--- config.mk ---
export PLATFORM = sky130hd
export DESIGN_NAME = fot_exec
export DESIGN_NICKNAME = d
export VERILOG_FILES = /design/src/rtl/core/fot_pkg.sv /design/src/rtl/core/fot_exec.sv
export SDC_FILE = /design/constraint.sdc
export NUM_CORES = 1
export LEC_CHECK = 0
export ABC_AREA = 1
export ABC_CLOCK_PERIOD_IN_PS = 2800
export BUFFER_PORTS_ARGS = -buffer_cell sky130_fd_sc_hd__clkbuf_2
export CAP_MARGIN = 20
export CORE_ASPECT_RATIO = 1.25
export CORE_MARGIN = 3
export CORE_UTILIZATION = 40
export DETAILED_ROUTE_END_ITERATION = 8
export GPL_ROUTABILITY_DRIVEN = 0
export PLACE_DENSITY = 0.81
export SETUP_SLACK_MARGIN = 0.2
export SLEW_MARGIN = 20
export SYNTH_ARGS = -nofsm -noshare
export SYNTH_HDL_FRONTEND = slang
export SYNTH_SLANG_ARGS = --single-unit
--- constraint.sdc ---
create_clock -name vclk -period 2.8
set_input_delay 0.56 -clock vclk [all_inputs]
set_output_delay 0.56 -clock vclk [all_outputs]
set_load 0.02 [all_outputs]
--- src/rtl/core/fot_pkg.sv ---
`timescale 1ns / 1ps
`default_nettype none

package fot_pkg;

    localparam int ID_W          = 8;
    localparam int ID_RANGE      = 1 << ID_W;
    localparam int NFLAGS        = 4;
    localparam int VALUE_COUNT_D = 256;

    // operation codes
    localparam logic [2:0] OP_NONE    = 3'd0;
    localparam logic [2:0] OP_H2N     = 3'd1;
    localparam logic [2:0] OP_N2H     = 3'd2;
    localparam logic [2:0] OP_BRANCH  = 3'd3;
    localparam logic [2:0] OP_COMBINE = 3'd4;

    // ARM condition codes
    localparam logic [3:0] CC_EQ = 4'd0;
    localparam logic [3:0] CC_NE = 4'd1;
    localparam logic [3:0] CC_CS = 4'd2;
    localparam logic [3:0] CC_CC = 4'd3;
    localparam logic [3:0] CC_MI = 4'd4;
    localparam logic [3:0] CC_PL = 4'd5;
    localparam logic [3:0] CC_VS = 4'd6;
    localparam logic [3:0] CC_VC = 4'd7;
    localparam logic [3:0] CC_HI = 4'd8;
    localparam logic [3:0] CC_LS = 4'd9;
    localparam logic [3:0] CC_GE = 4'd10;
    localparam logic [3:0] CC_LT = 4'd11;
    localparam logic [3:0] CC_GT = 4'd12;
    localparam logic [3:0] CC_LE = 4'd13;

    // one table row: origin and valid bit per flag, index 0 = N .. 3 = V
    typedef struct packed {
        logic [NFLAGS-1:0][ID_W-1:0] org;
        logic [NFLAGS-1:0]           vld;
    } t_entry;

    typedef struct packed {
        logic            en;
        logic [ID_W-1:0] addr;
        t_entry          data;
    } t_wr;

    typedef struct packed {
        logic            new_block;
        logic [2:0]      operation;
        logic [ID_W-1:0] first_value;
        logic [ID_W-1:0] second_value;
        logic [ID_W-1:0] result_value;
        logic [3:0]      condition;
        logic            mask_known;
        logic [3:0]      flag_mask;
    } t_item;

    typedef struct packed {
        logic            rewrite;
        logic [ID_W-1:0] old_value;
        logic [ID_W-1:0] new_value;
    } t_res;

    // flags read by a condition, bit3 = N .. bit0 = V
    function automatic logic [3:0] cond_flags(input logic [3:0] cc);
        logic [3:0] d;
        case (cc)
            CC_EQ, CC_NE: d = 4'b0100;
            CC_CS, CC_CC: d = 4'b0010;
            CC_MI, CC_PL: d = 4'b1000;
            CC_VS, CC_VC: d = 4'b0001;
            CC_HI, CC_LS: d = 4'b0110;
            CC_GE, CC_LT: d = 4'b1001;
            CC_GT, CC_LE: d = 4'b1101;
            default:      d = 4'b0000;
        endcase
        return d;
    endfunction

endpackage

`default_nettype wire

--- src/rtl/core/fot_exec.sv ---
`timescale 1ns / 1ps
`default_nettype none

module fot_exec
    import fot_pkg::*;
(
    input  wire t_item  i_item,
    input  wire t_entry i_ent_a,
    input  wire t_entry i_ent_b,
    output t_wr         o_wr,
    output t_res        o_res
);

    logic [3:0]      deps;
    logic [3:0]      used;
    logic [ID_W-1:0] pick;
    logic            have;
    logic            ok;
    logic            sel;

    assign deps = cond_flags(i_item.condition);

    // branch: every flag read must carry the same valid origin
    always_comb begin
        used = '0;
        pick = '0;
        have = 1'b0;
        for (int f = 0; f < NFLAGS; f++) begin
            used[f] = deps[NFLAGS-1-f];
        end
        for (int f = 0; f < NFLAGS; f++) begin
            if (used[f] && !have) begin
                pick = i_ent_a.org[f];
                have = 1'b1;
            end
        end
        ok = (used != '0);
        for (int f = 0; f < NFLAGS; f++) begin
            if (used[f] && (!i_ent_a.vld[f] || i_ent_a.org[f] != pick)) begin
                ok = 1'b0;
            end
        end
    end

    always_comb begin
        o_wr      = '0;
        o_wr.addr = i_item.result_value;
        o_res     = '0;
        sel       = 1'b0;
        case (i_item.operation)
            OP_H2N: begin
                o_wr.en       = 1'b1;
                o_wr.data.vld = '1;
                for (int f = 0; f < NFLAGS; f++) begin
                    o_wr.data.org[f] = i_ent_a.vld[f] ? i_ent_a.org[f]
                                                      : i_item.first_value;
                end
            end
            OP_N2H: begin
                o_wr.en   = 1'b1;
                o_wr.data = i_ent_a;
            end
            OP_BRANCH: begin
                if (ok) begin
                    o_res.rewrite   = 1'b1;
                    o_res.old_value = i_item.first_value;
                    o_res.new_value = pick;
                end
            end
            OP_COMBINE: begin
                o_wr.en = i_item.mask_known;
                for (int f = 0; f < NFLAGS; f++) begin
                    sel = i_item.flag_mask[NFLAGS-1-f];
                    o_wr.data.org[f] = sel ? i_ent_b.org[f] : i_ent_a.org[f];
                    o_wr.data.vld[f] = sel ? i_ent_b.vld[f] : i_ent_a.vld[f];
                end
            end
            default: begin
                o_wr.en = 1'b0;
            end
        endcase
    end

endmodule

`default_nettype wire

==> impl_metrics.csv, run 1 <==
group,metric,value,unit
run_status,outcome,"finished, violations left",
run_status,failed_checks,"setup timing",
routing,drc,0,
synthesis,synth_top_area_cell,"nand2_1",
global_routing,grtUsageMet1,36.1,%
critical_path,path_cells,"clkbuf_16 -> inv_12 -> ha_4 -> nand2_8 -> nand2_8 -> nor2_4 -> buf_6 -> nand2_4 -> nand3_4 -> buf_4 -> a21oi_1 -> nor2_1 -> nand3_1 -> nor2_1 -> nor2_1 -> nor2_2 -> nand2_4 -> buf_12 -> nor2_4 -> buf_8",
final_layout,seq_cells,0,
routing,vias,4597,
power_and_ir_drop,leakagePower,2.40,nW
timing,max_freq,283,MHz
timing,whs,1.12,ns
power_and_ir_drop,pwr-share-comb,100.0,%
timing,fin_ws,-0.734,ns
power_and_ir_drop,clock_power_share,0,%
timing,slew-limit-headroom,65.7,%
critical_path,end_kind,"output port",
final_layout,clkbuf_count,0,
global_routing,grt_antenna_before_repair,0,
critical_path,path_delay_family,"simple AND/OR/NAND/NOR gates",
floorplanning,rows,31,
timing,final_max_slew_viol_count,0,
timing,hold_violations,0,
critical_path,critPathMaxStageDelay,0.25,ns
power_and_ir_drop,vdd_drop_max,0.110,mV
synthesis,ys_types,33,
critical_path,cp-start-kind,"primary input",
critical_path,cp_num_buf_inv,6,
floorplanning,start_util,42.3,%
routing,avgRoutedWirePerCell,18.1,µm
power_and_ir_drop,p_sw,0.000488,W
power_and_ir_drop,p_seq_share,0,%
floorplanning,die_x,77.1,µm
power_and_ir_drop,powerDensity,184,mW/mm²
timing,tightestPinTransition,0.514,ns
final_layout,final_common_cell,"nand2_1",
placement,io_buffers,145,
placement,dp.cells,756,
power_and_ir_drop,netSwitchingFraction,60.6,%
synthesis,syn_avg_cell_area,5.18,µm²
routing,drt-total-wl,13.9,mm
critical_path,cp.required,2.24,ns
critical_path,cp_max_fo,7,
final_layout,area_growth,73.4,%
global_routing,grt_pass1_vias,4220,
synthesis,synth_cells,487,
power_and_ir_drop,p_int,0.000317,W
synthesis,ys_top_cells_by_area,"nand2_1 21%, inv_1 8.8%, nand3_1 8.5%",
global_routing,grt_max_degree,19,
routing,drtIter0Drc,678,
timing,finalSetupViolCount,17,
synthesis,yosysWarnings,0,
final_layout,instances_no_fill,768,
floorplanning,boundaryPins,171,
final_layout,seqCellArea,0,µm²
floorplanning,core,0.00597,mm²
routing,dr.pass1.iters,6,
synthesis,synth-seq-area-share,0,%
routing,ant_nets,0,
cts,ctsHoldBuffers,0,
floorplanning,die_height,94.8,µm
critical_path,critical_path_class,"in -> out",
timing,post-route-period-util,126,%
global_routing,grt_remaining_overflow,0,
timing,min_period,3.53,ns
placement,hpwl,10.4,mm
final_layout,drive_gt1_share,45.3,%
final_layout,diodes,0,
critical_path,crit_top_cell,"nor2_1",
global_routing,use_met3,5.63,%
global_routing,track_usage,33.5,%
critical_path,slowest_stage,"ha_4",
global_routing,top_usage_layer,"met2",
flow_run,maxCapViolations,0,
synthesis,synth_area,0.00252,mm²
final_layout,most-common-layout-cells,"128 x nand2_1, 126 x clkbuf_2, 65 x buf_4",
synthesis,syn-num-nets,602,
timing,rsz0062_at_grt,"yes",
synthesis,yosysTopAreaCellShare,21.3,%
min_path,worstHoldPathType,"in -> out",
global_routing,gr-usage-met2,60.9,%
global_routing,grt_pass1_wl,19.9,mm
critical_path,cp.arrival,2.97,ns
final_layout,nets,803,
floorplanning,die_area,0.00731,mm²
routing,vias_per_cell,5.99,
-- stage by stage --
step	utilization, %	setup TNS (ns)	total power, W	setup slack, ns	cell area, µm²
floorplan	-	-1.95	0.000393	-0.141	2620
global placement	63.2	-10.49	0.000654	-0.632	3780
detailed placement	63.2	-11.77	0.000669	-0.719	3780
CTS	70.7	-9.27	0.000730	-0.556	4220
global route	73.3	-13.18	0.000851	-0.817	4380
finish	73.3	-11.92	0.000806	-0.734	4380
-- metal layers --
layer  part of all wire (%)  vias to the layer above
met1                     32                     2011
met5                      0                        -
met2                     47                      442
met4                    8.1                        0
li1                       -                     2018
met3                     13                      126
-- final timing paths --
check	start	end	cells past startpoint
worst max-delay path	i_item[7]	o_res[3]	20
worst min-delay path	i_item[12]	o_wr[39]	0
-- cell usage after synthesis --
cell      count
inv_1        59
nor2_1       52
ha_1          6
o221ai_1     16
nand2_1     143
nor2_2        3
o22ai_1      10
inv_4         2
nand3_1      43
a21oi_2       1
nand2_4       4
nor3_1        4
o21ai_1       2
xor2_1        3
clkinv_1      2
a21oi_1      21
nor4_1        1
nand3_2       8
nand4_1       9
nand2_2      17
nand3_4       1
clkbuf_1      7
o211ai_1      9
buf_8         1
nand2_8       1
nand3b_1      1
inv_2         6
a22oi_1       8
buf_6         4
buf_4         9
o21ai_0      24
nor2_4        9
buf_2         1
-- cell type report --
type | instances | area (µm²)
inverter | 69 | 299
multi-input combinational | 396 | 2410
timing repair buffer | 221 | 1570
fill | 479 | 1600
tap | 82 | 103
-- kinds of logic after synthesis --
group	after synthesis	synth area share (%)
AO/OA/AOI/OAI	91	22.7
AND/OR/NAND/NOR	296	56.5
adder cells (fa/ha/maj)	6	2.97
XOR/XNOR	3	1.04
buffers and inverters	91	16.7
-- power by group through the flow --
stage / Combinational [W] / Sequential (W) / Clock (W)
2_1_floorplan: 0.000393 / 0 / 0
3_3_place_gp: 0.000654 / 0 / 0
3_5_place_dp: 0.000669 / 0 / 0
4_1_cts: 0.000730 / 0 / 0
5_1_grt: 0.000851 / 0 / 0
6_report: 0.000806 / 0 / 0
-- repair_timing --
action | CTS | global route
cloned | 1 | 0
buffers inserted | 5 | 6
gates resized for setup | 87 | 42
endpoints found under the setup margin | 17 | 28
pin swaps | 24 | 22
Power figures use the tool's default switching activity.
==> run 2, diff against run 1 <==
--- a/config.mk
+++ b/config.mk
@@ -5,7 +5,6 @@
 export SDC_FILE = /design/constraint.sdc
 export NUM_CORES = 1
 export LEC_CHECK = 0
-export ABC_AREA = 1
 export ABC_CLOCK_PERIOD_IN_PS = 2800
 export BUFFER_PORTS_ARGS = -buffer_cell sky130_fd_sc_hd__clkbuf_2
 export CAP_MARGIN = 20
@@ -14,7 +13,7 @@
 export CORE_UTILIZATION = 40
 export DETAILED_ROUTE_END_ITERATION = 8
 export GPL_ROUTABILITY_DRIVEN = 0
-export PLACE_DENSITY = 0.81
+export PLACE_DENSITY = 0.8
 export SETUP_SLACK_MARGIN = 0.2
 export SLEW_MARGIN = 20
 export SYNTH_ARGS = -nofsm -noshare
==> run 2 against run 1 <==
Effect of this change:
- the flow finishes with violations (DRC, setup timing)
- die area up 0.32%
- cell count shrank 13%
- hold slack unchanged
- sequential cell count is the same
- utilization is 6.2 points higher
- critical path type unchanged
==> impl_metrics.csv, run 2 <==
group,metric,value,unit
run_status,outcome,"finished, violations left",
run_status,failed_checks,"DRC, setup timing",
floorplanning,die_area,0.00733,mm²
final_layout,clkbuf_count,0,
floorplanning,die_x,77.2,µm
timing,tightestPinTransition,0.636,ns
floorplanning,die_height,95.0,µm
final_layout,seqCellArea,0,µm²
placement,dp.cells,653,
final_layout,most-common-layout-cells,"126 x buf_4, 115 x clkbuf_2, 53 x inv_1",
synthesis,ys_top_cells_by_area,"a222oi_1 11%, inv_1 8.3%, mux2i_1 5.9%",
routing,avgRoutedWirePerCell,24.5,µm
min_path,whs_path_depth,0,
min_path,hold_path_end,"o_wr[36]",
critical_path,critical_path_class,"in -> out",
synthesis,synth_cells,355,
global_routing,use_met3,6.20,%
final_layout,final_common_cell,"buf_4",
synthesis,synth_top_area_cell,"a222oi_1",
timing,fin_ws,-1.56,ns
cts,ctsHoldBuffers,0,
global_routing,grtUsageMet1,38.4,%
routing,vias,4494,
global_routing,gr-usage-met2,60.2,%
timing,finalSetupViolCount,17,
critical_path,cp.arrival,3.80,ns
routing,drt-total-wl,16.4,mm
critical_path,cp.required,2.24,ns
final_layout,nFillCells,364,
synthesis,yosysTopAreaCellShare,11.5,%
final_layout,drive_gt1_share,56.6,%
final_layout,area_growth,87.4,%
synthesis,synth-xor-area-share,6.22,%
routing,drc,6,
min_path,worstHoldPathType,"in -> out",
final_layout,fin_util,79.5,%
floorplanning,rows,31,
floorplanning,boundaryPins,171,
critical_path,cp_max_fo,22,
timing,hold_violations,0,
floorplanning,start_util,42.4,%
timing,post-route-period-util,156,%
routing,dr.pass1.iters,9,
synthesis,yosysWarnings,0,
final_layout,diodes,0,
global_routing,grt_remaining_overflow,0,
final_layout,instances_no_fill,670,
synthesis,yosys.area_share.simple,25.6,%
routing,vias_per_cell,6.71,
synthesis,syn_avg_cell_area,7.14,µm²
floorplanning,core,0.00597,mm²
global_routing,grt_pass1_vias,4012,
power_and_ir_drop,vdd_drop_max,0.129,mV
synthesis,synth_common_cells,"56 x inv_1, 29 x a222oi_1, 20 x o21ai_0, 18 x nand2_1",
global_routing,grt_max_degree,23,
synthesis,ys_types,69,
timing,rsz0062_at_grt,"yes",
global_routing,grt_pass1_wl,20.1,mm
synthesis,synth.most_common_cell,"inv_1",
critical_path,cp-start-kind,"primary input",
synthesis,syn-num-nets,470,
final_layout,seq_cells,0,
timing,min_period,4.36,ns
power_and_ir_drop,powerDensity,207,mW/mm²
final_layout,multi_input_comb_area,0.00252,mm²
timing,final_max_slew_viol_count,0,
synthesis,synth-seq-area-share,0,%
timing,tns,-23.40,ns
routing,ant_nets,0,
global_routing,top_usage_layer,"met2",
min_path,min_from,"i_item[9]",
global_routing,track_usage,34.0,%
placement,io_buffers,145,
routing,drtIter0Drc,1005,
power_and_ir_drop,leakagePower,2.39,nW
flow_run,maxCapViolations,0,
critical_path,end_kind,"output port",
synthesis,synth_top_family_by_area,"compound AO/OA/AOI/OAI gates",
global_routing,grt_antenna_before_repair,0,
final_layout,nets,705,
synthesis,synth_adder_area_share,2.96,%
synthesis,muxShareOfSynthArea,7.51,%
synthesis,synth_area,0.00253,mm²
timing,slew-limit-headroom,57.6,%
timing,max_freq,229,MHz
placement,hpwl,10.9,mm
synthesis,synth_compound_area_share,41.4,%
-- run 2: changes by cell type after synthesis, moves of 9 or more --
| cell | delta |
|---|---|
| mux2i_1 | +15 |
| a222oi_1 | +29 |
| xnor2_1 | +14 |
| nor2_4 | -9 |
| nor2_1 | -36 |
| nand3_1 | -33 |
| nand2_1 | -125 |
| nand2_2 | -17 |
| nor4_2 | +9 |
| and2_1 | +9 |
| o221ai_1 | -14 |
-- run 2: layer usage --
| metal | routed length [µm] | vias to the layer above | part of all wire, % |
|---|---|---|---|
| met4 | 1750 | 0 | 11 |
| met5 | 0 | - | 0 |
| li1 | - | 1843 | - |
| met3 | 2360 | 165 | 14 |
| met2 | 7290 | 500 | 44 |
| met1 | 4990 | 1986 | 30 |
-- run 2: where the power goes --
| part | leakage (nW) | switching, W | internal [W] |
|---|---|---|---|
| logic | 2.39 | 0.000553 | 0.000429 |
| clock network | 0 | 0 | 0 |
| registers | 0 | 0 | 0 |
-- run 2: worst max path at each step --
stage	start	to	slack, ns	depth (start not counted)
floorplan	i_item[6]	o_res[10]	-0.93	11
global placement	i_item[7]	o_res[1]	-1.13	14
detailed placement	i_item[6]	o_res[1]	-1.22	12
CTS	i_item[6]	o_res[1]	-1.10	14
global route	i_item[7]	o_res[2]	-1.58	14
finish	i_item[7]	o_res[2]	-1.56	14
-- run 2: logic make-up (layout without fill, tap and decap cells) --
logic type | Yosys count | after routing
compound gates | 123 | 123
xor+xnor | 18 | 18
fa+ha+maj | 6 | 6
buf+inv | 90 | 323
mux | 18 | 18
simple gates | 100 | 100
-- run 2: critical path, stage by stage --
cell,delay [ns]
buf_8,0.09
inv_6,0.04
ha_4,0.16
or4b_4,0.57
buf_12,0.19
nor2_1,0.24
o31ai_2,0.15
buf_4,0.17
xor2_2,0.17
a211oi_2,0.33
a41oi_4,0.28
buf_12,0.23
nor4_4,0.38
buf_4,0.22
-- run 2: cell type report --
class                      instances  area share, %
multi-input combinational        265           53.1
inverter                          56           4.59
tap                               82           2.16
timing repair buffer             267           40.2
-- run 2: timing repair --
action | in CTS | in global routing
gates resized for setup | 24 | 101
pin swaps | 10 | 36
setup buffers | 2 | 12
endpoints found under the setup margin | 21 | 41
cloned | 0 | 3
-- run 2: stage by stage --
stage	worst slack, ns	area, µm²	power (W)	hold slack, ns
3_3_place_gp	-1.13	4180	0.000774	1.12
6_report	-1.56	4750	0.000981	1.12
4_1_cts	-1.10	4290	0.000817	1.12
3_5_place_dp	-1.22	4180	0.000793	1.12
5_1_grt	-1.58	4750	0.00102	1.12
2_1_floorplan	-0.931	2740	0.000454	1.23
